[src/rtl/sexpr_pkg.sv]
`timescale 1ns / 1ps
// ----------------------------------------------------------------------------
// sexpr_pkg
// Beat types, role codes and character constants of the s-expression lexer.
// ----------------------------------------------------------------------------
package sexpr_pkg;

  typedef struct packed {
    logic [7:0] byte_in;
    logic       end_of_text;
  } item_t;

  typedef struct packed {
    logic [7:0] byte_out;
    logic [2:0] role;
    logic       token_start;
    logic       prev_token_ended;
    logic       escaped_quote;
    logic       string_unclosed;
  } result_t;

  localparam logic [2:0] ROLE_SPACE   = 3'd0;
  localparam logic [2:0] ROLE_COMMENT = 3'd1;
  localparam logic [2:0] ROLE_OPEN    = 3'd2;
  localparam logic [2:0] ROLE_CLOSE   = 3'd3;
  localparam logic [2:0] ROLE_QUOTE   = 3'd4;
  localparam logic [2:0] ROLE_STRING  = 3'd5;
  localparam logic [2:0] ROLE_SYMBOL  = 3'd6;
  localparam logic [2:0] ROLE_END     = 3'd7;

  localparam logic [7:0] CH_OPEN   = 8'h28;
  localparam logic [7:0] CH_CLOSE  = 8'h29;
  localparam logic [7:0] CH_QUOTE  = 8'h27;
  localparam logic [7:0] CH_DQUOTE = 8'h22;
  localparam logic [7:0] CH_SEMI   = 8'h3B;
  localparam logic [7:0] CH_NL     = 8'h0A;
  localparam logic [7:0] CH_BSLASH = 8'h5C;

endpackage

[src/rtl/sexpr_lexer_unit.sv]
`timescale 1ns / 1ps
// ----------------------------------------------------------------------------
// sexpr_lexer_unit
// Streaming s-expression tokenizer: labels each byte with its lexical role
// and token boundary marks; an end beat closes any open token.
// ----------------------------------------------------------------------------
//   channel   payload    handshake                  beat
//   item      item_t     item_valid / item_stall    one source byte or end mark
//   result    result_t   result_valid / result_stall one labeled byte
//
// One beat in, one beat out; a beat can enter every cycle while item_stall is low.
// Classification sits between the item port and the result register,
// with the mode register deciding each byte.
// A one-entry skid register takes a beat while the result is stalled;
// item_stall rises only when that skid entry is full.
// Reset clears mode, escape flag and both valid bits.
// ----------------------------------------------------------------------------
module sexpr_lexer_unit
  import sexpr_pkg::*;
(
  input  logic    clk,
  input  logic    rst,
  input  logic    item_valid,
  output logic    item_stall,
  input  item_t   item,
  output logic    result_valid,
  input  logic    result_stall,
  output result_t result
);

  typedef enum logic [1:0] {
    MODE_IDLE,
    MODE_COMMENT,
    MODE_STRING,
    MODE_SYMBOL
  } mode_t;

  mode_t   mode, mode_next;
  logic    after_bs, after_bs_next;
  result_t res;
  result_t skid;
  logic    skid_valid;

  // classification of a byte when no token is open
  logic [2:0] idle_role;
  logic       idle_start;
  mode_t      idle_mode;
  logic       is_space;
  logic       is_term;
  logic       item_fire;
  logic       out_free;

  assign item_stall = skid_valid;
  assign item_fire  = item_valid && !skid_valid;
  assign out_free   = !result_valid || !result_stall;

  always_comb begin
    is_space = item.byte_in inside {8'h20, [8'h09:8'h0D]};
    is_term  = is_space || item.byte_in == CH_OPEN || item.byte_in == CH_CLOSE;
  end

  always_comb begin
    idle_role  = ROLE_SYMBOL;
    idle_start = 1'b1;
    idle_mode  = MODE_IDLE;
    if (is_space) begin
      idle_role  = ROLE_SPACE;
      idle_start = 1'b0;
    end else begin
      case (item.byte_in)
        CH_SEMI: begin
          idle_role  = ROLE_COMMENT;
          idle_start = 1'b0;
          idle_mode  = MODE_COMMENT;
        end
        CH_OPEN:   idle_role = ROLE_OPEN;
        CH_CLOSE:  idle_role = ROLE_CLOSE;
        CH_QUOTE:  idle_role = ROLE_QUOTE;
        CH_DQUOTE: begin
          idle_role = ROLE_STRING;
          idle_mode = MODE_STRING;
        end
        default: begin
          idle_role = ROLE_SYMBOL;
          idle_mode = MODE_SYMBOL;
        end
      endcase
    end
  end

  always_comb begin
    mode_next     = mode;
    after_bs_next = after_bs;
    res           = '0;
    res.byte_out  = item.byte_in;
    res.role      = ROLE_SPACE;
    if (item.end_of_text) begin
      res.byte_out         = 8'h00;
      res.role             = ROLE_END;
      res.prev_token_ended = (mode == MODE_SYMBOL);
      res.string_unclosed  = (mode == MODE_STRING);
      mode_next            = MODE_IDLE;
      after_bs_next        = 1'b0;
    end else begin
      case (mode)
        MODE_COMMENT: begin
          res.role = ROLE_COMMENT;
          if (item.byte_in == CH_NL) begin
            mode_next = MODE_IDLE;
          end
        end
        MODE_STRING: begin
          res.role = ROLE_STRING;
          if (item.byte_in == CH_DQUOTE) begin
            // a quote right after a backslash stays inside the string
            res.escaped_quote = after_bs;
            if (!after_bs) begin
              mode_next = MODE_IDLE;
            end
            after_bs_next = 1'b0;
          end else begin
            after_bs_next = (item.byte_in == CH_BSLASH);
          end
        end
        MODE_SYMBOL: begin
          if (is_term) begin
            res.prev_token_ended = 1'b1;
            res.role             = idle_role;
            res.token_start      = idle_start;
            mode_next            = idle_mode;
          end else begin
            res.role = ROLE_SYMBOL;
          end
        end
        default: begin
          res.role        = idle_role;
          res.token_start = idle_start;
          mode_next       = idle_mode;
          if (idle_mode == MODE_STRING) begin
            after_bs_next = 1'b0;
          end
        end
      endcase
    end
  end

  always_ff @(posedge clk) begin
    if (rst) begin
      mode         <= MODE_IDLE;
      after_bs     <= 1'b0;
      result_valid <= 1'b0;
      skid_valid   <= 1'b0;
    end else begin
      if (item_fire) begin
        mode     <= mode_next;
        after_bs <= after_bs_next;
      end
      if (out_free) begin
        if (skid_valid) begin
          result       <= skid;
          result_valid <= 1'b1;
          skid_valid   <= 1'b0;
        end else if (item_fire) begin
          result       <= res;
          result_valid <= 1'b1;
        end else begin
          result_valid <= 1'b0;
        end
      end else if (item_fire) begin
        skid       <= res;
        skid_valid <= 1'b1;
      end
    end
  end

endmodule

[config.mk]
export PLATFORM = sky130hd
export DESIGN_NAME = sexpr_lexer_unit
export DESIGN_NICKNAME = d
export VERILOG_FILES = /design/src/rtl/sexpr_pkg.sv /design/src/rtl/sexpr_lexer_unit.sv
export SDC_FILE = /design/constraint.sdc
export NUM_CORES = 1
export LEC_CHECK = 0
export BUFFER_PORTS_ARGS = -buffer_cell sky130_fd_sc_hd__buf_2
export CORE_ASPECT_RATIO = 1.4
export CORE_MARGIN = 2
export CORE_UTILIZATION = 40
export DETAILED_ROUTE_END_ITERATION = 6
export SLEW_MARGIN = 20
export SYNTH_ARGS = -nofsm -noshare
export SYNTH_HDL_FRONTEND = slang
export SYNTH_SLANG_ARGS = --single-unit
[constraint.sdc]
create_clock -name clk -period 4 [get_ports clk]
set_input_delay 0.2 -clock clk [delete_from_list [all_inputs] [get_ports clk]]
set_output_delay 0.2 -clock clk [all_outputs]
set_load 0.01 [all_outputs]
### Word level (Yosys, flattened, before mapping)

Index checks and enable logic that the tools add are counted.

* bits in registers: 35
* bits of input ports: 13
* output and inout bits: 17
* logic and storage cells: 89

* order comparisons: 2
* equal/unequal tests: 17
* mux-type cells: 33
* bitwise logic cells: 2
* reduce and logical (&&, ||, !) cells: 19

Operator list (count)
* == test 8 x 6 -> 1 bit (second input constant): 6
* 2-to-1 mux 15 bit: 2
* one-hot mux 3 bit (5 select lines): 1
* 2-to-1 mux 1 bit: 14
* 2-to-1 mux 2 bit: 7
* one-hot mux 2 bit (3 select lines): 2
* 2-to-1 mux 3 bit: 3
* != test 3 bit (second input constant): 3
* one-hot mux 3 bit (3 select lines): 1
* AND reduction 3 bit: 3
* == test 8 x 4 -> 1 bit (second input constant): 1
* == test 8 x 7 -> 1 bit (second input constant): 1
* >= comparator 8 x 4 -> 1 bit (second input constant): 1
* <= comparator 8 x 4 -> 1 bit (second input constant): 1
* 2-to-1 mux 8 bit: 1
* == test 2 bit (second input constant): 3
* OR reduction 2 bit: 3
* AND reduction 5 bit: 1
* one-hot mux 1 bit (2 select lines): 2
* nonzero test 2 bit: 2
* zero test 1 bit: 3
* logical OR 1 bit: 3
* != test 3 x 2 -> 1 bit (second input constant): 1
* nonzero test 3 bit: 1
* other kinds (5): 7

### Longest topological paths before layout

Gate-level depths: netlist of the first run.

* depth in word-level cells: 10
* gate-level depth with buffers: 7

### Least setup slack after synthesis of the first run

Ideal clock, no wire load.

* path type: flip-flop to flip-flop
* start: register skid_valid, in the netlist item_stall
* end: register result[0] (netlist name), enable pin
* arrival time: 2.328 ns
* setup slack: 1.261 ns
* cell stages (with the launch flop): 5
* buffers on the path: 2
* cells stage by stage: dfxtp_1 clkbuf_1 buf_1 nor2_1 a211oi_1

* longest elaborated chain between the ends: 4

Ends and longest elaborated chain
* from (decl): RTL line sexpr_lexer_unit.sv:42 `logic skid_valid;`
* from (signal assigned): RTL line sexpr_lexer_unit.sv:152 `skid_valid <= 1'b0;`
* from (signal assigned): RTL line sexpr_lexer_unit.sv:162 `skid_valid <= 1'b0;`
* from (signal assigned): RTL line sexpr_lexer_unit.sv:171 `skid_valid <= 1'b1;`
* zero test 1 bit: RTL line sexpr_lexer_unit.sv:54 `assign item_fire = item_valid && !skid_valid;`
* logical AND 1 bit: RTL line sexpr_lexer_unit.sv:54
* nonzero test 2 bit (no line) *
* AND reduction 3 bit (no line) *
* to (signal assigned): RTL line sexpr_lexer_unit.sv:160 `result <= skid;`
* to (signal assigned): RTL line sexpr_lexer_unit.sv:164 `result <= res;`
* to (decl): RTL line sexpr_lexer_unit.sv:28 `output result_t result`

Mark *: on every way between the ends. The rest lies on a longest branch, timed or not.
A chain may end at the register's enable or synchronous reset.

### Worst setup path after layout of the first run

* start: register skid_valid, in the netlist item_stall
* end: register result[12] (netlist name), enable pin

The elaborated chain is that of the path after synthesis.

==> flow_summary.toml, run 1 <==
[sta]
setup_tns_ps = 0
finalClockSkew_ps = 4.833
hold_violations = 0
slew_viol_final = 0
rsz0062_at_grt = "no"
setup_violations = 0
max_freq_mhz = 479.4
finalCritPeriodShare = 0.5215
slew_headroom = 0.4764
fin_ws_ps = 1914
worst_pin_slew_ps = 784.3
period_needed_ps = 2086

[place]
port_buffers = 29
place_congestion = 0.8763
post-dp-hpwl_mm = 2.612
pre_cts_slack_ps = 1597

[cts]
clkTransAtPathRegs_ps = 70
cts.path.max_buffers = 2
cts_resized = 0
insertion_delay_ps = 280
cts_hold_buffers = 0
cts_tree = "built"
clock-root-buffer = "clkbuf_8"
post_cts_buffers = 0
cts.sinks = 35
htreeDepth = 2
numCtsBuffers = 5

[synthesis]
avgSynthCellArea_um2 = 11.85
yosys_warnings = 0
ys_seq_area_frac = 0.5556
syn_inst = 152
async_flop_share = 0
syn-num-nets = 169
syn_area_um2 = 1802
synth_edf_count = 30
synthFlopType = "edfxtp_1"
synth-seq-cells = 35
synth_cell_types = 43

[die]
core_area_um2 = 4274
rows = 28
initial_core_util = 0.4215
fp.dieH_um = 83.41
die_area_um2 = 5065
pin_count = 30
dieWidth_um = 60.72

[routing]
avgViaCountPerCell = 5.300
drt_wl_total_mm = 3.515
routed-via-count = 1272
final_antenna_net_count = 0
first_pass_iters = 4
avgRoutedWirePerCell_um = 14.65
drc = 0
drtIter0Drc = 37

[cells_and_area]
final_common_cell = "edfxtp_1"
num_antenna_cells = 0
nets = 196
mostFrequentLayoutCells = "30 x edfxtp_1, 29 x buf_2, 14 x mux2_2"
drive_gt1_frac = 0.3111
fill_cells = 403
area_delta_synth_final_pct = 17.57

[grt]
grt_pass1_vias = 1221
grt-ovfl-total = 0
grt_use_met2 = 0.2317
grt_use_met3 = 0.03271
antenna_found_initial = 0
grt_pass1_wl_mm = 5.637
grt_max_degree = 21
grt_busiest_layer = "met2"
grt_usage = 0.1472
gr-usage-met1 = 0.1890

[power_and_ir_drop]
power.density_nw_per_um2 = 397.2
swShare = 0.2221
internal_power_uw = 654.4
p_sw_uw = 186.9
ir_drop_uv = 188.7
p_comb_frac = 0.119
seq_power_share = 0.496
power.leakage_uw = 0.0007763
clkPwrFrac = 0.385

[status]
status = "finished, final reports clean"

[setup_path]
crit_slowest_cell = "dfxtp_1"
cp-end-kind = "register"
worst-setup-path-type = "register to register"
cp_cell_sequence = "nor2_1, a211oi_4"
cp-start-kind = "register"
crit_fanout = 20
cpPeakStageDelay_ps = 830
crit_required_ps = 3910
worstPathArrival_ps = 2000

[min_path]
min_path_type = "input port to register"

[run]
cap_violations = 0
logic make-up after synthesis:
logic type / after synthesis / synth area share
simple gates: 53 / 0.1667
flops: 35 / 0.5556
compound gates: 26 / 0.09931
buf+inv: 16 / 0.03958
mux: 16 / 0.1014
fa+ha+maj: 4 / 0.02778
xor+xnor: 2 / 0.009724
layout make-up:
type,instances,area (µm²),area share
Clock buffer,6,82.58,0.03898
Clock inverter,2,35.03,0.01654
Inverter,7,26.28,0.01240
Multi-Input combinational cell,101,753.2,0.3556
Sequential cell,35,1001,0.4725
Tap cell,60,75.07,0.03544
Timing Repair Buffer,29,145.1,0.06852
synthesized netlist by cell type (all sizes together) (2+ instances only):
library cell,number,area (µm²)
ha,4,50.05
o21ai,3,15.01
xnor2,2,17.52
a31oi,2,12.51
inv,7,26.28
nand2,4,15.01
a21oi,8,40.04
mux2,15,172.7
nand3,2,10.01
dfxtp,5,100.1
nand2b,3,18.77
o31ai,2,15.01
and3,3,18.77
nand4,3,18.77
or3,2,12.51
buf,6,33.78
nor3,8,40.04
edfxtp,30,900.9
clkbuf,3,11.26
nor2b,11,68.82
nor2,11,41.29
state kept, by name, indices dropped and copies added (netlist names):
name	flops
skid	15
after_bs	1
item_stall	1
result	15
mode	2
result_valid	1
final timing paths:
check	slack [ps]	depth (start not counted)	from	to
max	1910	2	item_stall	result[12]
max reg2reg	1910	2	item_stall	result[12]
min reg2reg	540	2	mode[0]	mode[0]
min	270	3	item_valid	item_stall
power groups by stage:
stage          registers [µW]  clock network (µW)  logic (µW)
6_report                  417                 324         100
5_1_grt                   419                 346         112
4_1_cts                   417                 332        99.4
3_5_place_dp              425                   0        98.9
3_3_place_gp              425                   0        96.3
2_1_floorplan             428                   0        65.8
critical path, delay by kind of cell (launching register included):
| family | cells | cell delay (ps) |
|---|---|---|
| AND/OR/NAND/NOR | 1 | 230 |
| flip-flops | 1 | 830 |
| AO/OA/AOI/OAI | 1 | 650 |
metrics by stage:
step           instances  utilization  hold WS, ps  cell area (µm²)  power (µW)
2_1_floorplan        152            -        378.3             1802       494.0
3_3_place_gp         232       0.4649        499.2             1987       520.8
3_5_place_dp         232       0.4649        527.6             1987       524.1
4_1_cts              240       0.4924        228.7             2105       848.4
5_1_grt              240       0.4956        291.8             2118       876.8
6_report             240       0.4956        266.0             2118       841.3
metal layers:
layer | share of wire | up-vias
met1 | 0.43 | 603
met4 | 0.024 | 0
li1 | - | 624
met2 | 0.51 | 37
met3 | 0.041 | 8
met5 | 0 | -
Power figures use the tool's default switching activity.
==> run 2, diff against run 1 <==
ABC_AREA = 1   (was unset)
clock period = 1.8 ns   (was 4 ns; I/O delays follow)
==> run 2 against run 1 <==
- core utilization down 0.76 points
- die area up 3.3%
- via count rose by 15%
- flip-flop and latch count stayed put
- sequential power increased by 120%
- critical endpoint is now mode[1]
- largest cell class unchanged
- largest power group unchanged
- highest routed layer unchanged
==> flow_summary.toml, run 2 <==
[cells_and_area]
fin_util = 0.4880
design_area_um2 = 2196
reg_top3 = "result x15, skid x15, mode x2"
drive_gt1_frac = 0.2461
final_common_cell = "nand2_1"
mostFrequentLayoutCells = "69 x nand2_1, 30 x nor2_1, 30 x edfxtp_1"
area_delta_synth_final_pct = 17.71
num_antenna_cells = 0
nets = 272

[sta]
finalCritPeriodShare = 0.8463
slew_headroom = 0.7328
worst_pin_slew_ps = 397.2
finalClockSkew_ps = 3.289
slew_viol_final = 0
hold_violations = 0
max_freq_mhz = 656.5
setup_violations = 0
hold_ws_ps = 67.94
setup_tns_ps = 0
period_needed_ps = 1523

[setup_path]
rr_worst_depth = 12
worstReg2RegStart = "mode[0]"
startpoint = "mode[0]"
cp-end-kind = "register"
cp-endpoint = "mode[1]"
cp-start-kind = "register"
worstPathArrival_ps = 1700
crit_fanout = 4
r2r-end = "mode[1]"
crit_required_ps = 1980
worst-setup-path-type = "register to register"
r2r_slack_ps = 280

[synthesis]
synthFlopType = "edfxtp_1"
synth.top_cells.by_area = "edfxtp_1 48%, nand2_1 14%, nor2_1 6.0%"
ys_seq_area_frac = 0.5366
synth_common_cells = "69 x nand2_1, 30 x edfxtp_1, 30 x nor2_1"
synth_edf_count = 30
syn-num-nets = 236
syn_inst = 219
yosysTopAreaCellShare = 0.4829
yosys_warnings = 0
synth-seq-cells = 35
syn_area_um2 = 1866
synth_cell_types = 28
async_flop_share = 0
synth.most_common_cell = "nand2_1"
avgSynthCellArea_um2 = 8.518
yosysTopAreaCell = "edfxtp_1"

[cts]
clock-root-buffer = "clkbuf_8"
insertion_delay_ps = 280
cts.path.max_buffers = 2
cts.sinks = 35
cts_tree = "built"
htreeDepth = 2
numCtsBuffers = 5
cts_hold_buffers = 0
clkTransAtPathRegs_ps = 60

[routing]
first_pass_iters = 4
routed-via-count = 1465
drtIter0Drc = 47
avgRoutedWirePerCell_um = 10.99
drt_wl_total_mm = 3.495
drc = 0
avgViaCountPerCell = 4.607
final_antenna_net_count = 0

[grt]
grt-ovfl-total = 0
antenna_found_initial = 0
grt_max_degree = 21
grt_pass1_wl_mm = 6.003
grt_pass1_vias = 1389
grt_usage = 0.1538

[place]
port_buffers = 29
placed_area_um2 = 2096
place_congestion = 0.9334
post-dp-hpwl_mm = 2.754

[die]
dieWidth_um = 61.72
core_area_um2 = 4499
die_area_um2 = 5234
pin_count = 30
fp.dieH_um = 84.81
initial_core_util = 0.4146
rows = 29

[min_path]
min_path_type = "input port to register"

[power_and_ir_drop]
power.density_nw_per_um2 = 809.5
ir_drop_uv = 302.8
power.leakage_uw = 0.001044

[run]
cap_violations = 0

[status]
status = "finished, final reports clean"
-- run 2: changes by cell type in the layout (fill, tap and decap cells not counted), sizes merged, moves of 4 or more --
cell | previous run | this run
o21ai | 3 | 7
a21oi | 8 | 3
nor3 | 8 | 1
nand3 | 2 | 14
nand2 | 4 | 77
nor2b | 11 | 0
buf | 29 | 33
inv | 7 | 30
mux2 | 15 | 0
nor2 | 11 | 35
-- run 2: logic make-up (layout without fill, tap and decap cells) --
family          count (synthesis)  count (layout)  synth area share
simple gates                  133             133            0.3273
buf+inv                        34              71           0.07108
compound gates                 13              13           0.03823
flops                          35              35            0.5366
fa+ha+maj                       4               4           0.02683
-- run 2: repair_timing --
action                                  CTS  global route
hold endpoints to repair                  0             0
gates resized for setup                   0             1
endpoints found under the setup margin    0             1
buffers inserted                          0             1
-- run 2: report_power, final --
| part | switching, µW | internal [µW] | leakage, µW |
|---|---|---|---|
| sequential | 11.1 | 924 | 0.000315 |
| combinational | 177 | 98.6 | 0.000681 |
| clock | 259 | 308 | 0.0000482 |
| total | 447 | 1330 | 0.00104 |
-- run 2: routing by layer --
layer	part of all wire	GRT usage
met2	0.49	0.2402
met3	0.031	0.02773
met1	0.44	0.1884
met4	0.045	0.09671
met5	0	0
-- run 2: per-stage QoR --
stage / power (µW) / instances / setup slack, ps
floorplan: 1142 / 219 / 177.7
global placement: 1221 / 309 / 305.6
detailed placement: 1225 / 309 / 265.3
CTS: 1796 / 317 / 245.6
global route: 1876 / 318 / -5.457
finish: 1778 / 318 / 276.7
-- run 2: how the worst min path moves through the flow --
stage,from,depth (start not counted),endpoint
6_report,result_stall,3,item_stall
5_1_grt,result_stall,3,item_stall
4_1_cts,result_stall,3,item_stall
3_5_place_dp,result_stall,3,item_stall
3_3_place_gp,result_stall,3,item_stall
2_1_floorplan,result_stall,2,item_stall
-- run 2: cell type report --
class / instances / area, µm²
Fill cell: 441 / 2303
Sequential cell: 35 / 1002
Multi-Input combinational cell: 150 / 737.0
Timing Repair Buffer: 33 / 175.2
Inverter: 30 / 112.6
Clock buffer: 7 / 86.33
Tap cell: 62 / 77.57
Clock inverter: 1 / 5.005
-- run 2: critical path, cell delays in order (launching register included) --
cell and delay [ps]:
dfxtp_2 350, inv_1 60, ha_1 230, inv_1 80, nor2_1 60, nand2_1 90
nand2_1 50, inv_1 50, nand2_1 50, nor2_2 140, o21ai_1 100, nor2_1 110
nor2_1 50
==> run 3, diff against run 2 <==
clock period = 1.5 ns   (was 1.8 ns; I/O delays follow)
==> run 3 against run 2 <==
- the run now ends with negative setup slack left
- die area did not move
- sequential share of layout area fell by 2.3 points
- non-clock buffer count rose by 8
- total power rose by 25%
- worst setup slack got worse by 340 ps
- final area rose by 5.8%
- register-to-register slack got worse by 340 ps
- critical path type unchanged
==> flow_summary.toml, run 3 (synthesis results as in run 2) <==
[cts]
cts.path.max_buffers = 2
clkTransAtPathRegs_ps = 70
cts.sinks = 35
cts_tree = "built"
clock-root-buffer = "clkbuf_8"
cts_hold_buffers = 0
htreeDepth = 2
numCtsBuffers = 5
insertion_delay_ps = 280

[routing]
drt_wl_total_mm = 3.860
avgRoutedWirePerCell_um = 11.84
routed-via-count = 1510
final_antenna_net_count = 0
dr.max_layer_used = "met4"
avgViaCountPerCell = 4.632
drtIter0Drc = 68
wl_met2_mm = 1.967
wl_met1_mm = 1.613
first_pass_iters = 4
drc = 0
met3_length_um = 160

[die]
rows = 29
initial_core_util = 0.4146
core_area_um2 = 4499
die_area_um2 = 5234
pin_count = 30
fp.dieH_um = 84.81
dieWidth_um = 61.72

[sta]
finalCritPeriodShare = 1.040
fin_ws_ps = -59.49
hold_violations = 0
finalClockSkew_ps = 3.879
worst_pin_slew_ps = 390.1
max_freq_mhz = 641.2
rsz0062_at_grt = "yes"
slew_headroom = 0.7375
period_needed_ps = 1559
setup_violations = 2
slew_viol_final = 0

[grt]
antenna_found_initial = 0
grt-ovfl-total = 0
grt_pass1_wl_mm = 6.430
grt_pass1_vias = 1440
grt_max_degree = 20
grt_usage = 0.1662

[cells_and_area]
drive_gt1_frac = 0.3258
num_antenna_cells = 0
nets = 280
reg_top3 = "result x15, skid x15, mode x2"
mostFrequentLayoutCells = "67 x nand2_1, 30 x edfxtp_1, 29 x buf_2"
fill_cells = 475
area_delta_synth_final_pct = 24.48
final_common_cell = "nand2_1"

[setup_path]
worstPathArrival_ps = 1740
worst-setup-path-type = "register to register"
cp-endpoint = "after_bs"
path_buf_inv = 2
cp_cell_sequence = "buf_4, ha_1, buf_4, o21ai_0, nand3_1, a31oi_1, nor2_1"
cpLargestDelayFamily = "compound AO/OA/AOI/OAI gates"
cpPeakStageDelay_ps = 330
crit_fanout = 5
cp_num_cells = 7
r2r_slack_ps = -60
cp-end-kind = "register"
r2r-end = "after_bs"
crit_slowest_cell = "dfxtp_2"
path_common_cell = "buf_4"
worstReg2RegStart = "mode[0]"
rr_worst_depth = 7
crit_required_ps = 1680
cp-start-kind = "register"
startpoint = "mode[0]"

[power_and_ir_drop]
power.leakage_uw = 0.001084
power.density_nw_per_um2 = 959.1
power_uw = 2227
ir_drop_uv = 431.3

[place]
pre_cts_slack_ps = -61.01
post-dp-hpwl_mm = 2.792
port_buffers = 29
place_congestion = 0.9742

[status]
status = "complete, but fails checks"
violations = "negative setup slack"

[run]
cap_violations = 0

[min_path]
min_path_type = "input port to register"
## run 3: cell count changes in the layout (fill, tap and decap cells not counted), moves of 3 or more
cell | before | now
buf_4 | 4 | 12
inv_1 | 26 | 22
ha_1 | 4 | 1
inv_2 | 4 | 7
nor2_1 | 30 | 27
## run 3: how the worst min path moves through the flow
stage                            start          to  slack, ps  cells after the start
after global routing      result_stall  item_stall         80                      3
after floorplan           result_stall  item_stall        220                      2
after detailed placement  result_stall  item_stall        350                      3
after CTS                 result_stall  item_stall         40                      3
after global placement    result_stall  item_stall        350                      3
final                     result_stall  item_stall         60                      3
## run 3: what timing repair did
action                                  CTS  global route
pin swaps                                 0             8
buffers inserted                          2             4
gates resized for setup                   1            19
endpoints found under the setup margin    3             6
## run 3: area by class of cell
cell class | instances | area (µm²) | share of cell area
Timing Repair Buffer | 41 | 235.2 | 0.1013
Clock buffer | 7 | 86.33 | 0.03718
Multi-Input combinational cell | 150 | 797.0 | 0.3432
Clock inverter | 1 | 5.005 | 0.002155
Inverter | 30 | 115.1 | 0.04957
Tap cell | 62 | 77.57 | 0.03341
Sequential cell | 35 | 1006 | 0.4332
## run 3: per-stage QoR
step                      TNS [ps]  instance area [µm²]  utilization  std cells  hold WS [ps]
after floorplan                  0                 1879            -        219         225.0
after global placement           0                 2127       0.4727        312         347.4
after detailed placement    -72.02                 2127       0.4727        312         347.1
after CTS                        0                 2235       0.4967        322         38.92
after global routing        -371.3                 2322       0.5161        326         77.75
final                       -65.41                 2322       0.5161        326         57.17
## run 3: tightest hold or removal path, cell delays in order
cell,delay [ps]
buf_2,90
nand2_1,70
nor2_1,50
## run 3: layer usage
layer  track usage  up-vias
li1              -      786
met1        0.2041      671
met2        0.2651       42
met3       0.03698       11
met4       0.08317        0
met5             0        -
## run 3: power breakdown
part	internal [µW]	leakage [µW]	switching [µW]
clock network	370	0.0000482	325
registers	1110	0.000316	16.7
logic	161	0.000720	245
